<file path="src/box_blur_3x3_rgb_assert.svh">
// Assertion macros shared by the blur RTL.
// Both sample on the rising edge of clk and are switched off while rst is high.
`ifndef BOX_BLUR_3X3_RGB_ASSERT_SVH
`define BOX_BLUR_3X3_RGB_ASSERT_SVH

// The consequent must hold in the same cycle as the antecedent.
`define BBLUR_ASSERT_NOW(label, ante, cons, msg) \
  label: assert property (@(posedge clk) disable iff (rst) (ante) |-> (cons)) \
    else $error(msg);

// The consequent must hold in the cycle after the antecedent.
`define BBLUR_ASSERT_NEXT(label, ante, cons, msg) \
  label: assert property (@(posedge clk) disable iff (rst) (ante) |=> (cons)) \
    else $error(msg);

`endif

</file>
<file path="src/bblur_pkg.sv">
`default_nettype none

package bblur_pkg;

  // Defaults for the top-level parameters.
  localparam int MAX_WIDTH_DEFAULT = 1024;
  localparam int FRAC_BITS_DEFAULT = 12;

  // Pixel and arithmetic widths.
  localparam int CHAN_W   = 8;
  localparam int NUM_CH   = 3;
  localparam int SUM_W    = 12;  // nine 8-bit values
  localparam int FACTOR_W = 16;
  localparam int PROD_W   = SUM_W + FACTOR_W;
  localparam int WINDOW_DEPTH = 6;

  // Register file.
  localparam int CFG_INDEX_W = 1;
  localparam int CFG_DATA_W  = 16;
  localparam int CFG_WIDTH_W = 11;
  localparam logic [CFG_INDEX_W-1:0] REG_KERNEL_WEIGHT = 1'd0;
  localparam logic [CFG_INDEX_W-1:0] REG_IMAGE_WIDTH   = 1'd1;
  localparam logic [FACTOR_W-1:0]    KERNEL_WEIGHT_RESET = 16'd455;
  localparam logic [CFG_WIDTH_W-1:0] IMAGE_WIDTH_RESET   = 11'd1024;

  // Scan geometry.
  localparam int MIN_WIDTH = 3;
  localparam int BORDER    = 2;  // first column and row that completes a window
  localparam int POS_W     = 10;
  localparam logic [POS_W-1:0] ROW_MAX = 10'd1023;

  localparam logic [CHAN_W-1:0] CHAN_MAX     = 8'hFF;
  localparam logic [CHAN_W-1:0] ALPHA_OPAQUE = 8'hFF;

  typedef logic [CHAN_W-1:0] chan_t;

  // Element 0 is red, 1 is green, 2 is blue.
  typedef chan_t [NUM_CH-1:0] rgb_t;

  typedef struct packed {
    rgb_t upper;
    rgb_t middle;
  } line_pair_t;

  // Position and emit flag of a word in flight.
  typedef struct packed {
    logic             emit;
    logic [POS_W-1:0] column;
    logic [POS_W-1:0] row;
  } pos_t;

endpackage

`default_nettype wire

</file>
<file path="src/bblur_kernel.sv">
`default_nettype none

module bblur_kernel #(
  parameter int FACTOR_FRAC_BITS = bblur_pkg::FRAC_BITS_DEFAULT
) (
  input  wire logic                          clk,
  input  wire logic                          rst,
  input  wire logic                          shift,
  input  wire bblur_pkg::rgb_t               upper,
  input  wire bblur_pkg::rgb_t               middle,
  input  wire bblur_pkg::rgb_t               pixel,
  input  wire logic [bblur_pkg::FACTOR_W-1:0] weight,
  output bblur_pkg::rgb_t                    result
);
  import bblur_pkg::*;

  // Two older columns, each upper, middle, current row.
  rgb_t window_columns [WINDOW_DEPTH];

  logic [SUM_W-1:0]  sum     [NUM_CH];
  logic [PROD_W-1:0] product [NUM_CH];
  logic [PROD_W-1:0] scaled  [NUM_CH];

  always_ff @(posedge clk) begin
    if (rst) begin
      for (int i = 0; i < WINDOW_DEPTH; i++) begin
        window_columns[i] <= '0;
      end
    end else if (shift) begin
      window_columns[0] <= window_columns[3];
      window_columns[1] <= window_columns[4];
      window_columns[2] <= window_columns[5];
      window_columns[3] <= upper;
      window_columns[4] <= middle;
      window_columns[5] <= pixel;
    end
  end

  always_comb begin
    for (int c = 0; c < NUM_CH; c++) begin
      sum[c] = SUM_W'(upper[c]) + SUM_W'(middle[c]) + SUM_W'(pixel[c]);
      for (int i = 0; i < WINDOW_DEPTH; i++) begin
        sum[c] = sum[c] + SUM_W'(window_columns[i][c]);
      end
      product[c] = PROD_W'(sum[c]) * PROD_W'(weight);
      scaled[c]  = product[c] >> FACTOR_FRAC_BITS;
      result[c]  = (|scaled[c][PROD_W-1:CHAN_W]) ? CHAN_MAX : scaled[c][CHAN_W-1:0];
    end
  end

endmodule

`default_nettype wire

</file>
<file path="config.mk">
export PLATFORM = sky130hd
export DESIGN_NAME = bblur_kernel
export DESIGN_NICKNAME = d
export VERILOG_FILES = /design/src/box_blur_3x3_rgb_assert.svh /design/src/bblur_pkg.sv /design/src/bblur_kernel.sv
export SDC_FILE = /design/constraint.sdc
export NUM_CORES = 2
export LEC_CHECK = 0
export BUFFER_PORTS_ARGS = -buffer_cell sky130_fd_sc_hd__buf_4
export CAP_MARGIN = 0
export CORE_MARGIN = 1.5
export CORE_UTILIZATION = 48
export CTS_BUF_LIST = sky130_fd_sc_hd__clkbuf_16
export DETAILED_ROUTE_END_ITERATION = 16
export PLACE_DENSITY = 0.73
export SLEW_MARGIN = 20
export SYNTH_ARGS = -nofsm -noshare
export SYNTH_HDL_FRONTEND = slang
export SYNTH_SLANG_ARGS = --single-unit
export TNS_END_PERCENT = 50
</file>
<file path="constraint.sdc">
create_clock -name clk -period 17.2 [get_ports clk]
set_clock_uncertainty 0.2 [all_clocks]
set_input_delay 2.58 -clock clk [delete_from_list [all_inputs] [get_ports clk]]
set_output_delay 2.58 -clock clk [all_outputs]
set_load 0.02 [all_outputs]
</file>
## Word level (Yosys, flattened, before mapping)

Memories as Yosys holds them, arrays and structs flattened.
Index checks and enable logic that the tools add are counted.

- Eq/ne operators: 0
- Add/sub/neg operators: 24
- Shift operators: 0
- Bitwise gates (word level): 6
- Reduce and logical (&&, ||, !) cells: 3
- Muxes and demuxes: 14
- Div/mod/pow operators: 0
- $lt $le $gt $ge: 0
- Multiply operators: 3

Operators with widths:

| cell | number |
|---|---|
| adder 12 x 8 -> 12 bit | 12 |
| 2-to-1 mux 24 bit | 6 |
| multiplier 12 x 16 -> 28 bit | 3 |
| adder 11 x 8 -> 12 bit | 3 |
| adder 10 x 8 -> 11 bit | 3 |
| adder 9 x 8 -> 10 bit | 3 |
| adder 8 x 8 -> 9 bit | 3 |
| 2-to-1 mux 8 bit | 3 |
| OR reduction 8 bit | 3 |
| bitwise OR 1 bit | 6 |
| 2-to-1 mux 1 bit | 5 |

- Memory bits (read-only): 0
- Latch bits: 0
- Bits in writable memories: 144
- Bits in registers: 0
- Output and inout port bits: 24
- Memories: 1

Memories:

| memory | depth | width | rd ports | clocked after memory_dff | wr ports | RTL line | RTL |
|---|---|---|---|---|---|---|---|
| window_columns | 6 | 24 | 6 | 0 | 6 | bblur_kernel.sv:18 | `rgb_t window_columns [WINDOW_DEPTH];` |

## Logic depth before layout (Yosys ltp)

- Depth after elaboration: 11
- Depth in mapped cells: 41
- Mapped depth without buffers: 38

## Worst setup path after synthesis

OpenSTA, ideal clock, no wires.

- Kind: input to output
- Start point: in upper[2] (netlist bit)
- End point: out result[0] (netlist bit)
- Data arrival time: 11.887 ns
- Stages: 39
- Slack: 2.533 ns
- Buffers on the path: 3
- Path through: inv_1 fa_1 inv_1 fa_1 fa_1 inv_1 fa_1 inv_1 ha_1 inv_1 fa_1 nor2b_1 o21ai_0 a21boi_0 o21ai_0 a21boi_0 o21a_1 or3_1 [3 not listed] fa_1 fa_1 inv_1 fa_1 fa_1 inv_1 fa_1 inv_1 ha_1 a21oi_1 o21ai_0 a221oi_1 o21ai_2 a41o_1 mux2i_1 or4_1 buf_2 or4_1

RTL lines:

| what | RTL line | RTL |
|---|---|---|
| start, declared | bblur_kernel.sv:9 | `input wire bblur_pkg::rgb_t upper,` |
| end, declared | bblur_kernel.sv:13 | `output bblur_pkg::rgb_t result` |

==> flow_summary.yaml <==
layout:
  num-fill-cells: 5313
  num_antenna_cells: 0
  largest_reg_flops: 144
  largestRegisters: "window_columns x144"
  area_growth_pct: 7.42
  drive_above_1_share: 0.0590
  final_util: 0.522
  largest_register: "window_columns"
  fin_nets: 3968
status:
  status: "finished, violations left"
  failed_checks: "design-rule violations"
logic_synthesis:
  synth-seq-area-share: 0.150
  ys_top_cells_by_count: "752 x inv_1, 579 x fa_1, 378 x nand2_1"
  synth_top_area_frac: 0.403
  syn_inst: 3051
  synth-seq-cells: 144
  synth_ff_type: "edfxtp_1"
  synth.area.top_cells: "fa_1 40%, edfxtp_1 15%, inv_1 9.8%, ha_1 9.8%, and2_1 6.5%"
  syn_nets: 3946
  synth.avg_cell_area_sq_um: 9.42
  synth_cell_type_count: 60
  synthArstFlopShare: 0
  synth-warning-count: 0
  synth_most_common_cell: "inv_1"
  synth-edff-count: 144
  yosysTopAreaCell: "fa_1"
  syn_area_sq_um: 28700
timing:
  timing.slew.headroom: 0.257
  final-setup-viol-count: 0
  hold_viol: 0
  clock.fmax_mhz: 64.2
  final_max_slew_viol_count: 0
  min_period_over_period: 0.906
  holdWs_ns: 0.377
  fin_ws_ns: 1.62
  finalSetupTns_ns: 0
  period_needed_ns: 15.58
  worstMarginPinSlew_ns: 1.11
  rsz0062_at_grt: "no"
global_route:
  grt_max_degree: 145
  grt_pass1_vias: 20349
  grt_pass1_wl_microns: 99000
  gr-total-overflow: 0
  grt_usage: 0.200
  antenna_found_initial: 1
setup_path:
  crit_arrival_ns: 12.80
  worstRegToRegCells: 1
  cp_slowest_stage_delay_ns: 0.65
  critPathMaxFanout: 16
  slowest_stage: "or4_1"
  worstSetupPathType: "in -> out"
  setup.worst_path.start: "upper[2]"
  cp_common_cell: "fa_1"
  cp-start-kind: "input pin"
  crit_path_end_kind: "output pin"
  r2r_start: "window_columns[0][91]$_SDFFCE_PN0P_"
  cp.required_ns: 14.42
floorplan:
  std_cell_rows: 89
  initial_core_util: 0.486
  chipWidth_microns: 248
  die_y_microns: 248
  io_pins: 115
  dieArea_sq_um: 61400
  core_sq_um: 59100
route:
  drtIter0Drc: 1018
  vias: 19731
  via_per_inst: 5.12
  wirelength_microns: 58100
  post-route-drc-count: 5
  dr.pass1.iters: 13
  wl_per_cell_microns: 15.1
  antenna_left: 0
worst_hold_path:
  holdPathStages: 1
  hold_class: "reg -> reg"
  hp-start: "window_columns[0][124]$_SDFFCE_PN0P_"
cts:
  cts_buffer_depth: 2
  cts_setup_buffers: 0
  cts_buffers: 17
  clkTransAtPathRegs_ns: 0.05
  ctsHoldBuffers: 0
  cts_tree: "yes"
  cts_resized: 0
  clock_sinks: 144
  cts_root_buf: "clkbuf_16"
  cts.htree.levels: 4
  clkLatencyLatePin_ns: 0.43
placement:
  place_worst_setup_slack_ns: 1.66
  port_buffers: 114
  dp_hpwl_microns: 45900
  gp_congestion: 0.856
job:
  maxCapViolations: 0
==> per-layer routing <==
metal / part of all wire / track usage / vias up / wire length, microns
met5: 0.00022 / 0 / - / 13
met2: 0.47 / 0.330 / 481 / 27500
met1: 0.46 / 0.287 / 9939 / 27000
li1: - / - / 9237 / -
met4: 0.019 / 0.0510 / 2 / 1120
met3: 0.043 / 0.0149 / 72 / 2490
==> per-stage QoR <==
stage	area, sq um	std cells
floorplan	28700	3051
finish	30900	3857
global route	30900	3857
detailed placement	30300	3827
CTS	30900	3857
global placement	30300	3827
==> placed cells by master, fill, tap and decap left out, types with 4 or more instances in the layout <==
cell type  Yosys  final
nand2_1      378    378
a31oi_1        7      7
o21bai_1       6      6
o21a_1        13     13
nor3_1        12     12
and2_1       298    298
bufinv_16      0      4
a211oi_1      11     11
or4_1          9      9
nand4_1       21     21
nand2b_1      43     43
o21ai_0       54     54
xnor2_2        0      4
inv_1        752    753
o211ai_1      10     10
xnor2_1       37     33
xor2_1        13     13
nand3_1       42     42
clkbuf_16      0     17
a21oi_1       75     75
nor3b_1        4      4
o21ai_1        5      5
ha_1         225    225
fa_1         579    579
a21o_1        20     20
edfxtp_1     144    144
nor2b_1       16     15
a21boi_0       7      7
nor2_1        45     44
or3_1         10     10
and3_1        33     33
buf_4          0    133
==> cells by family (layout without fill, tap and decap cells) <==
family | after synthesis | in the layout | synth area share
and+or+nand+nor | 924 | 924 | 0.163
xor gates and xnor gates | 50 | 50 | 0.0152
AOI/OAI and AO/OA | 241 | 241 | 0.0526
DFF | 144 | 144 | 0.150
adders and majority gates | 804 | 804 | 0.501
buffers and inverters | 884 | 917 | 0.116
muxes | 4 | 4 | 0.00148
==> worst max-delay path, delay by kind of cell <==
| kind | cells | cell delay (ns) |
|---|---|---|
| buf+inv | 10 | 0.69 |
| mux | 1 | 0.12 |
| compound gates | 10 | 2.14 |
| simple gates | 5 | 1.96 |
| fa+ha+maj | 12 | 5.29 |
==> cell type report <==
| type | instances | area (sq um) | share of cell area |
|---|---|---|---|
| multi-input combinational | 2023 | 21100 | 0.685 |
| tap | 773 | 967 | 0.0313 |
| clock inverter | 13 | 173 | 0.00559 |
| timing repair buffer | 135 | 1020 | 0.0331 |
| clock buffer | 17 | 425 | 0.0138 |
| inverter | 752 | 2820 | 0.0914 |
| sequential | 144 | 4320 | 0.140 |
==> worst paths after layout <==
kind | to | slack [ns]
worst min register to register | window_columns[0][52]$_SDFFCE_PN0P_ | 0.38
worst min-delay path | window_columns[0][52]$_SDFFCE_PN0P_ | 0.38
worst max-delay path | result[3] | 1.62
worst max register to register | window_columns[0][19]$_SDFFCE_PN0P_ | 16.17
Power is not shown: default switching activity piles up to over one toggle a cycle in this logic, so the estimate is an artifact.
