<file path="config.mk">
export PLATFORM = sky130hd
export DESIGN_NAME = bblur_scan
export DESIGN_NICKNAME = d
export VERILOG_FILES = /design/src/box_blur_3x3_rgb_assert.svh /design/src/bblur_pkg.sv /design/src/bblur_scan.sv
export SDC_FILE = /design/constraint.sdc
export NUM_CORES = 1
export LEC_CHECK = 0
export BUFFER_PORTS_ARGS = -buffer_cell sky130_fd_sc_hd__buf_2
export CAP_MARGIN = 20
export CELL_PAD_IN_SITES_DETAIL_PLACEMENT = 2
export CELL_PAD_IN_SITES_GLOBAL_PLACEMENT = 2
export CORE_MARGIN = 5
export CORE_UTILIZATION = 29
export DETAILED_ROUTE_END_ITERATION = 8
export PLACE_DENSITY_LB_ADDON = 0.25
export SLEW_MARGIN = 20
export SYNTH_ARGS = -nofsm -noshare
export SYNTH_HDL_FRONTEND = slang
export SYNTH_SLANG_ARGS = --single-unit
</file>
<file path="constraint.sdc">
create_clock -name clk -period 5.53 [get_ports clk]
set_clock_uncertainty 0.2 [all_clocks]
set_input_delay 1.106 -clock clk [delete_from_list [all_inputs] [get_ports clk]]
set_output_delay 1.106 -clock clk [all_outputs]
set_load 0.02 [all_outputs]
</file>
<file path="src/box_blur_3x3_rgb_assert.svh">
// Assertion macros shared by the blur RTL.
// Both sample on the rising edge of clk and are switched off while rst is high.
`ifndef BOX_BLUR_3X3_RGB_ASSERT_SVH
`define BOX_BLUR_3X3_RGB_ASSERT_SVH

// The consequent must hold in the same cycle as the antecedent.
`define BBLUR_ASSERT_NOW(label, ante, cons, msg) \
  label: assert property (@(posedge clk) disable iff (rst) (ante) |-> (cons)) \
    else $error(msg);

// The consequent must hold in the cycle after the antecedent.
`define BBLUR_ASSERT_NEXT(label, ante, cons, msg) \
  label: assert property (@(posedge clk) disable iff (rst) (ante) |=> (cons)) \
    else $error(msg);

`endif

</file>
<file path="src/bblur_pkg.sv">
`default_nettype none

package bblur_pkg;

  // Defaults for the top-level parameters.
  localparam int MAX_WIDTH_DEFAULT = 1024;
  localparam int FRAC_BITS_DEFAULT = 12;

  // Pixel and arithmetic widths.
  localparam int CHAN_W   = 8;
  localparam int NUM_CH   = 3;
  localparam int SUM_W    = 12;  // nine 8-bit values
  localparam int FACTOR_W = 16;
  localparam int PROD_W   = SUM_W + FACTOR_W;
  localparam int WINDOW_DEPTH = 6;

  // Register file.
  localparam int CFG_INDEX_W = 1;
  localparam int CFG_DATA_W  = 16;
  localparam int CFG_WIDTH_W = 11;
  localparam logic [CFG_INDEX_W-1:0] REG_KERNEL_WEIGHT = 1'd0;
  localparam logic [CFG_INDEX_W-1:0] REG_IMAGE_WIDTH   = 1'd1;
  localparam logic [FACTOR_W-1:0]    KERNEL_WEIGHT_RESET = 16'd455;
  localparam logic [CFG_WIDTH_W-1:0] IMAGE_WIDTH_RESET   = 11'd1024;

  // Scan geometry.
  localparam int MIN_WIDTH = 3;
  localparam int BORDER    = 2;  // first column and row that completes a window
  localparam int POS_W     = 10;
  localparam logic [POS_W-1:0] ROW_MAX = 10'd1023;

  localparam logic [CHAN_W-1:0] CHAN_MAX     = 8'hFF;
  localparam logic [CHAN_W-1:0] ALPHA_OPAQUE = 8'hFF;

  typedef logic [CHAN_W-1:0] chan_t;

  // Element 0 is red, 1 is green, 2 is blue.
  typedef chan_t [NUM_CH-1:0] rgb_t;

  typedef struct packed {
    rgb_t upper;
    rgb_t middle;
  } line_pair_t;

  // Position and emit flag of a word in flight.
  typedef struct packed {
    logic             emit;
    logic [POS_W-1:0] column;
    logic [POS_W-1:0] row;
  } pos_t;

endpackage

`default_nettype wire

</file>
<file path="src/bblur_scan.sv">
`default_nettype none

module bblur_scan #(
  parameter int MAX_WIDTH = bblur_pkg::MAX_WIDTH_DEFAULT,
  localparam int COL_W = $clog2(MAX_WIDTH)
) (
  input  wire logic                                 clk,
  input  wire logic                                 rst,
  input  wire logic                                 accept,
  input  wire logic                                 frame_start,
  input  wire logic [bblur_pkg::CFG_WIDTH_W-1:0]    image_width,
  output logic      [COL_W-1:0]                     col,
  output bblur_pkg::pos_t                           pos
);
  import bblur_pkg::*;

  localparam int CMP_W = (COL_W + 1 > CFG_WIDTH_W) ? COL_W + 1 : CFG_WIDTH_W;
  localparam int XW    = (COL_W > POS_W) ? COL_W : POS_W;

  logic [COL_W-1:0] column_count, column_count_next, count_cur;
  logic [POS_W-1:0] row_count, row_count_next, row_cur;
  logic [CMP_W-1:0] width_raw, width_eff, col_plus;
  logic [XW-1:0]    col_minus;
  logic             row_last;

  always_comb begin
    // A frame start makes this word pixel (0,0).
    count_cur = frame_start ? '0 : column_count;
    row_cur   = frame_start ? '0 : row_count;

    width_raw = CMP_W'(image_width);
    if (width_raw < CMP_W'(MIN_WIDTH)) begin
      width_eff = CMP_W'(MIN_WIDTH);
    end else if (width_raw > CMP_W'(MAX_WIDTH)) begin
      width_eff = CMP_W'(MAX_WIDTH);
    end else begin
      width_eff = width_raw;
    end

    col_plus = CMP_W'(count_cur) + CMP_W'(1);
    row_last = (col_plus >= width_eff);

    column_count_next = row_last ? '0 : col_plus[COL_W-1:0];
    row_count_next    = (row_last && (row_cur != ROW_MAX)) ? row_cur + POS_W'(1) : row_cur;

    col_minus  = XW'(count_cur) - XW'(1);
    col        = count_cur;
    pos.emit   = (CMP_W'(count_cur) >= CMP_W'(BORDER)) && (row_cur >= POS_W'(BORDER));
    pos.column = col_minus[POS_W-1:0];
    pos.row    = row_cur - POS_W'(1);
  end

  always_ff @(posedge clk) begin
    if (rst) begin
      column_count <= '0;
      row_count    <= '0;
    end else if (accept) begin
      column_count <= column_count_next;
      row_count    <= row_count_next;
    end
  end

endmodule

`default_nettype wire

</file>
# Word level (Yosys, flattened, before mapping)
# Index checks and enable logic that the tools add are counted.
# totals
regBits	20
inputBits	15
output_inout_bits	31
wordCells	20
# classes
addsub	4
n_lt_le_gt_ge	5
n_eq_ne	1
muxes	6
reduce_logical	2
# op_table
cell	count
10-bit 2-to-1 mux	4
11-bit 2-to-1 mux	2
10-bit by 2-bit >= comparator with 1-bit output, second input constant	2
10-bit by 1-bit subtractor with 10-bit output, second input constant	2
10-bit by 1-bit adder with 11-bit output, second input constant	1
11-bit >= comparator	1
11-bit > comparator, second input constant	1
11-bit by 2-bit < comparator with 1-bit output, second input constant	1
10-bit by 1-bit adder with 10-bit output, second input constant	1
10-bit inequality test, second input constant	1
1-bit logical AND	2

# Longest topological paths before layout
# logic_depth
ltp_word	6
depth_mapped	16

# Least setup slack after synthesis
# OpenSTA, ideal clock, no wires.
# synth_path
kind	input port to flip-flop
startpoint	input port frame_start
endpoint	register row_count[8]
setup_ns	0.072
t_arrival_ns	4.322
required_ns	5.258
slack_ns	0.936
path_stages	14
path_buffers	0
path_cell_list	inv_2 -> nand2_1 -> inv_1 -> ha_1 -> nand3_1 -> nor4bb_1 -> and3_1 -> xor2_1 -> ha_1 -> nand3_1 -> or4_4 -> and2_0 -> nor4b_1 -> mux2i_1
# synth_between
elab_chain_len	5
elab_cells_between_ends	8
# synth_lines
item	line_no	text
start: declaration	bblur_scan.sv:10	input wire logic frame_start,
10-bit 2-to-1 mux	bblur_scan.sv:28	count_cur = frame_start ? '0 : column_count;
net col[0]	bblur_scan.sv:12	output logic [COL_W-1:0] col,
10-bit by 1-bit adder with 11-bit output	bblur_scan.sv:40	col_plus = CMP_W'(count_cur) + CMP_W'(1);
11-bit >= comparator	bblur_scan.sv:41	row_last = (col_plus >= width_eff);
1-bit logical AND	bblur_scan.sv:44	row_count_next = (row_last && (row_cur != ROW_MAX)) ? row_cur + POS_W'(1) : row_cur;
10-bit 2-to-1 mux	bblur_scan.sv:44	
end signal: assignment	bblur_scan.sv:59	row_count <= row_count_next;
end: declaration	bblur_scan.sv:21	logic [POS_W-1:0] row_count, row_count_next, row_cur;
# The timed path passes the listed nets, and every way through them passes these cells.
# A chain may end at the register's enable or synchronous reset.

# Final worst setup path
# layout_path
startpoint	input port frame_start
endpoint	register row_count[3]
# layout_between
elab_chain_len	5
elab_cells_between_ends	8
# layout_lines
item	line_no
10-bit 2-to-1 mux	bblur_scan.sv:28
10-bit by 1-bit adder with 11-bit output	bblur_scan.sv:40
11-bit >= comparator	bblur_scan.sv:41
1-bit logical AND	bblur_scan.sv:44
10-bit 2-to-1 mux *	bblur_scan.sv:44
# Every way passes the cells marked *; elsewhere a longest branch is shown, timed or not.

==> summary.md <==
| Metric | Value |
|---|---|
| Register area share after synthesis | 0.204 |
| Drt pass-1 iters | 4 |
| Syn Nets | between 300 and 400 |
| Total track usage | 0.157 |
| Detail Placement HPWL | around 5.4 mm |
| VDD IR max | roughly 0.064 mV |
| CTS Buffer Depth | 2 |
| Critical Path End | row_count[3] |
| CTS tree | done |
| Setup TNS | 0 ns |
| Post-synth top area share | 0.204 |
| Starting Density | 0.294 |
| Largest family of logic cells by synthesized area | simple AND/OR/NAND/NOR gates |
| MaxCap Viol Count | 0 |
| Sequential share of power | 0.455 |
| Clock transition at path regs | 0.08 ns |
| Area Growth Syn to Fin | 16.2% |
| Compound-Gate Fraction of Synth Area | 0.167 |
| Die area | around 8500 um2 |
| Hold Fails Final Rpt | 0 |
| Initial antenna violation count | 0 |
| Cell Area, Synth | 1970 um2 |
| Synth area leader | dfxtp_1 |
| Buffers added on ports | 45 |
| Vias/cell | 5.37 |
| Ys flop type | dfxtp_1 |
| Rows | 30 |
| Number of enable flip-flop cells after synthesis | 0 |
| Cells after synthesis | 283 |
| Core area | 6680 um2 |
| Final slew viol count | 0 |
| Tightest Pin Transition | 0.646 ns |
| Pwr per Cell Area | 142 nW/um2 |
| Fmax | approximately 220 MHz |
| Reg2Reg Setup Slack | 1.58 ns |
| Drt wl/cell | 16.7 um |
| Routability cong. | around 0.8 |
| Pin count of the biggest net entering global routing | 27 |
| Antenna-violating nets left | 0 |
| FF-to-FF Start | column_count[0] |
| Ports | 46 |
| Global-route wire length before repair | ~11 mm |
| Pre-CTS setup slack | between 0.6 and 0.7 ns |
| Post-CTS sizing | 0 |
| Layout cells sized above 1 | 0.186 |
| FF-to-FF End | row_count[3] |
| Tcrit/Tclk final | 0.831 |
| DIE WIDTH | ~92 um |
| XOR/XNOR Fraction of Synth Area | 0.0802 |
| Worst setup EP type | flip-flop |
| Vias in the first global route | about 2200 |
| Antenna diodes | 0 |
| Yosys warning count | 0 |
| HP Class | reg2reg |
| Internal power | 0.223 mW |
| Max-Slew Margin vs Limit | 0.567 |
| PnR worst setup slack | 0.936 ns |
| Synth cell types | 43 |
| Req. time, crit path | 5.48 ns |
| Worst Path Class, Setup | in2reg |
| WP data arrival | 4.54 ns |
| Crit Path Max Fanout | 22 |
| Syn Area/Cell | 6.95 um2 |
| Post-DP Area | 2240 um2 |
| Fin area | 2280 um2 |
| Die H | a little over 90 um |
| Switching power | 0.101 mW |
| Clock sink total | 20 |
| Fin nets | 352 |
| Comb pwr share | 0.244 |
| RSZ-0062 raised after global routing | no |
| Synth top area cells | dfxtp_1 20%, ha_1 11%, nand2_1 8.6%, a21oi_1 6.9%, nand3_1 5.3% |
| # DRC | 0 |
| Leak | just over 1 nW |
| Total grt overflow | 0 |
| Fillers | between 800 and 900 |
| Fin Hold WS | 0.318 ns |
| TritonCTS Buffers | 3 |
| # Post-CTS Setup Buffers | 0 |
| Crit path launch type | input port |
| Later-pin clock latency in the skew report | about 0.26 ns |
| Adder-cell area share of the yosys netlist | 0.108 |
| Clock power frac | 0.301 |
| Depth of the CTS H-tree | 1 |
| Switching part of the total | 0.312 |
| Post-layout util | 0.342 |
| CP startpoint | frame_start |
| Vias | 2137 |
| Synthesis-stage register bit count | 20 |
| Status | complete, no violations |
| Period minus WS final | 4.59 ns |
| R2R depth | 13 |
| CTS Hold Bufs | 0 |
| DR iter-0 viols | between 100 and 150 |
| Post-synthesis async set-or-reset flop share | 0 |
| Mux contribution to synthesized area | 0.0102 |
| Simple-Gate Fraction of Synth Area | 0.373 |
| Post-Route WL | 6.65 mm |
| Clk root buf | clkbuf_8 |
| Setup-failing EPs final | 0 |
==> cell families after synthesis <==
family                   count (synthesis)
AND/OR/NAND/NOR                        145
multiplexers                             2
buffers and inverters                   27
adder cells (fa/ha/maj)                 17
XOR/XNOR                                18
flip-flops                              20
AO/OA/AOI/OAI                           54
==> worst min path at each step <==
| stage | slack [ns] | from | cells past startpoint | to |
|---|---|---|---|---|
| 3_5_place_dp | 0.30 | column_count[6] | 2 | column_count[6] |
| 4_1_cts | 0.32 | column_count[6] | 2 | column_count[6] |
| 6_report | 0.32 | column_count[6] | 2 | column_count[6] |
| 2_1_floorplan | 0.26 | column_count[9] | 2 | column_count[9] |
| 3_3_place_gp | 0.30 | column_count[6] | 2 | column_count[6] |
| 5_1_grt | 0.36 | column_count[6] | 2 | column_count[6] |
==> critical path, cell delays in order <==
cell	delay [ns]
buf_2	0.13
buf_4	0.21
nor2b_1	0.44
nand2_1	0.14
nor4_1	0.41
xor2_1	0.20
ha_1	0.35
nand3_1	0.10
or4_4	0.55
a21oi_1	0.54
nand4_1	0.20
mux2i_1	0.15
==> power groups by stage <==
stage / Clock (mW) / Combinational [mW] / Sequential, mW
final: 0.0976 / 0.0791 / 0.148
after global routing: 0.106 / 0.0877 / 0.148
after CTS: 0.100 / 0.0806 / 0.147
after detailed placement: 0 / 0.0804 / 0.151
after global placement: 0 / 0.0781 / 0.151
after floorplan: 0 / 0.0532 / 0.150
==> cell type report <==
cell class | count | area, um2 | share of cell area
Multi-Input combinational cell | 236 | 1450 | 0.636
Tap cell | 80 | 100 | 0.0438
Clock buffer | 3 | 41.3 | 0.0181
Inverter | 11 | 41.3 | 0.0181
Sequential cell | 20 | 400 | 0.175
Timing Repair Buffer | 48 | 248 | 0.108
==> layer usage <==
metal | wire length [um] | GRT usage | vias up
met5 | 0 | 0 | -
li1 | - | - | 1059
met1 | 3420 | 0.232 | 1040
met4 | 38 | 0.0297 | 0
met2 | 3010 | 0.251 | 36
met3 | 182 | 0.0106 | 2
==> through the flow <==
| stage | power (mW) | instances |
|---|---|---|
| 3_5_place_dp | 0.231 | 395 |
| 3_3_place_gp | 0.229 | 395 |
| 4_1_cts | 0.328 | 398 |
| 2_1_floorplan | 0.203 | 283 |
| 5_1_grt | 0.341 | 398 |
| 6_report | 0.324 | 398 |
==> cell usage after synthesis, types with 2 or more instances <==
library cell  instances
nand2_1              45
buf_1                 2
ha_1                 17
nor2b_1               8
or3_1                 4
xor2_1                9
nor3_1                7
o21ai_0              10
a211oi_1              2
a21o_1                7
nand4_1               2
nor2_1               25
or3_4                 3
nand3_1              21
mux2i_1               2
nor4_1                5
nand2b_1             11
buf_2                 3
inv_1                 9
xnor2_1               9
dfxtp_1              20
and3_1                5
or4_1                 2
a21oi_1              27
clkbuf_1             10
==> placed cells by master (no fill, tap or decap), drive strengths merged, types with 2 or more instances in the layout <==
cell type	n
buf	48
nand2	45
a21oi	27
nor2	25
nand3	21
dfxtp	20
ha	17
nand2b	11
o21ai	10
inv	10
xnor2	9
xor2	9
nor2b	8
nor3	8
a21o	8
or3	7
nor4	5
and3	5
clkbuf	3
or4	3
a211oi	2
nand4	2
mux2i	2
==> registers in the layout (all words and copies together), names as in the netlist <==
| signal | cells |
|---|---|
| column_count | 10 |
| row_count | 10 |
No activity file was read; power rests on OpenSTA's default activity.
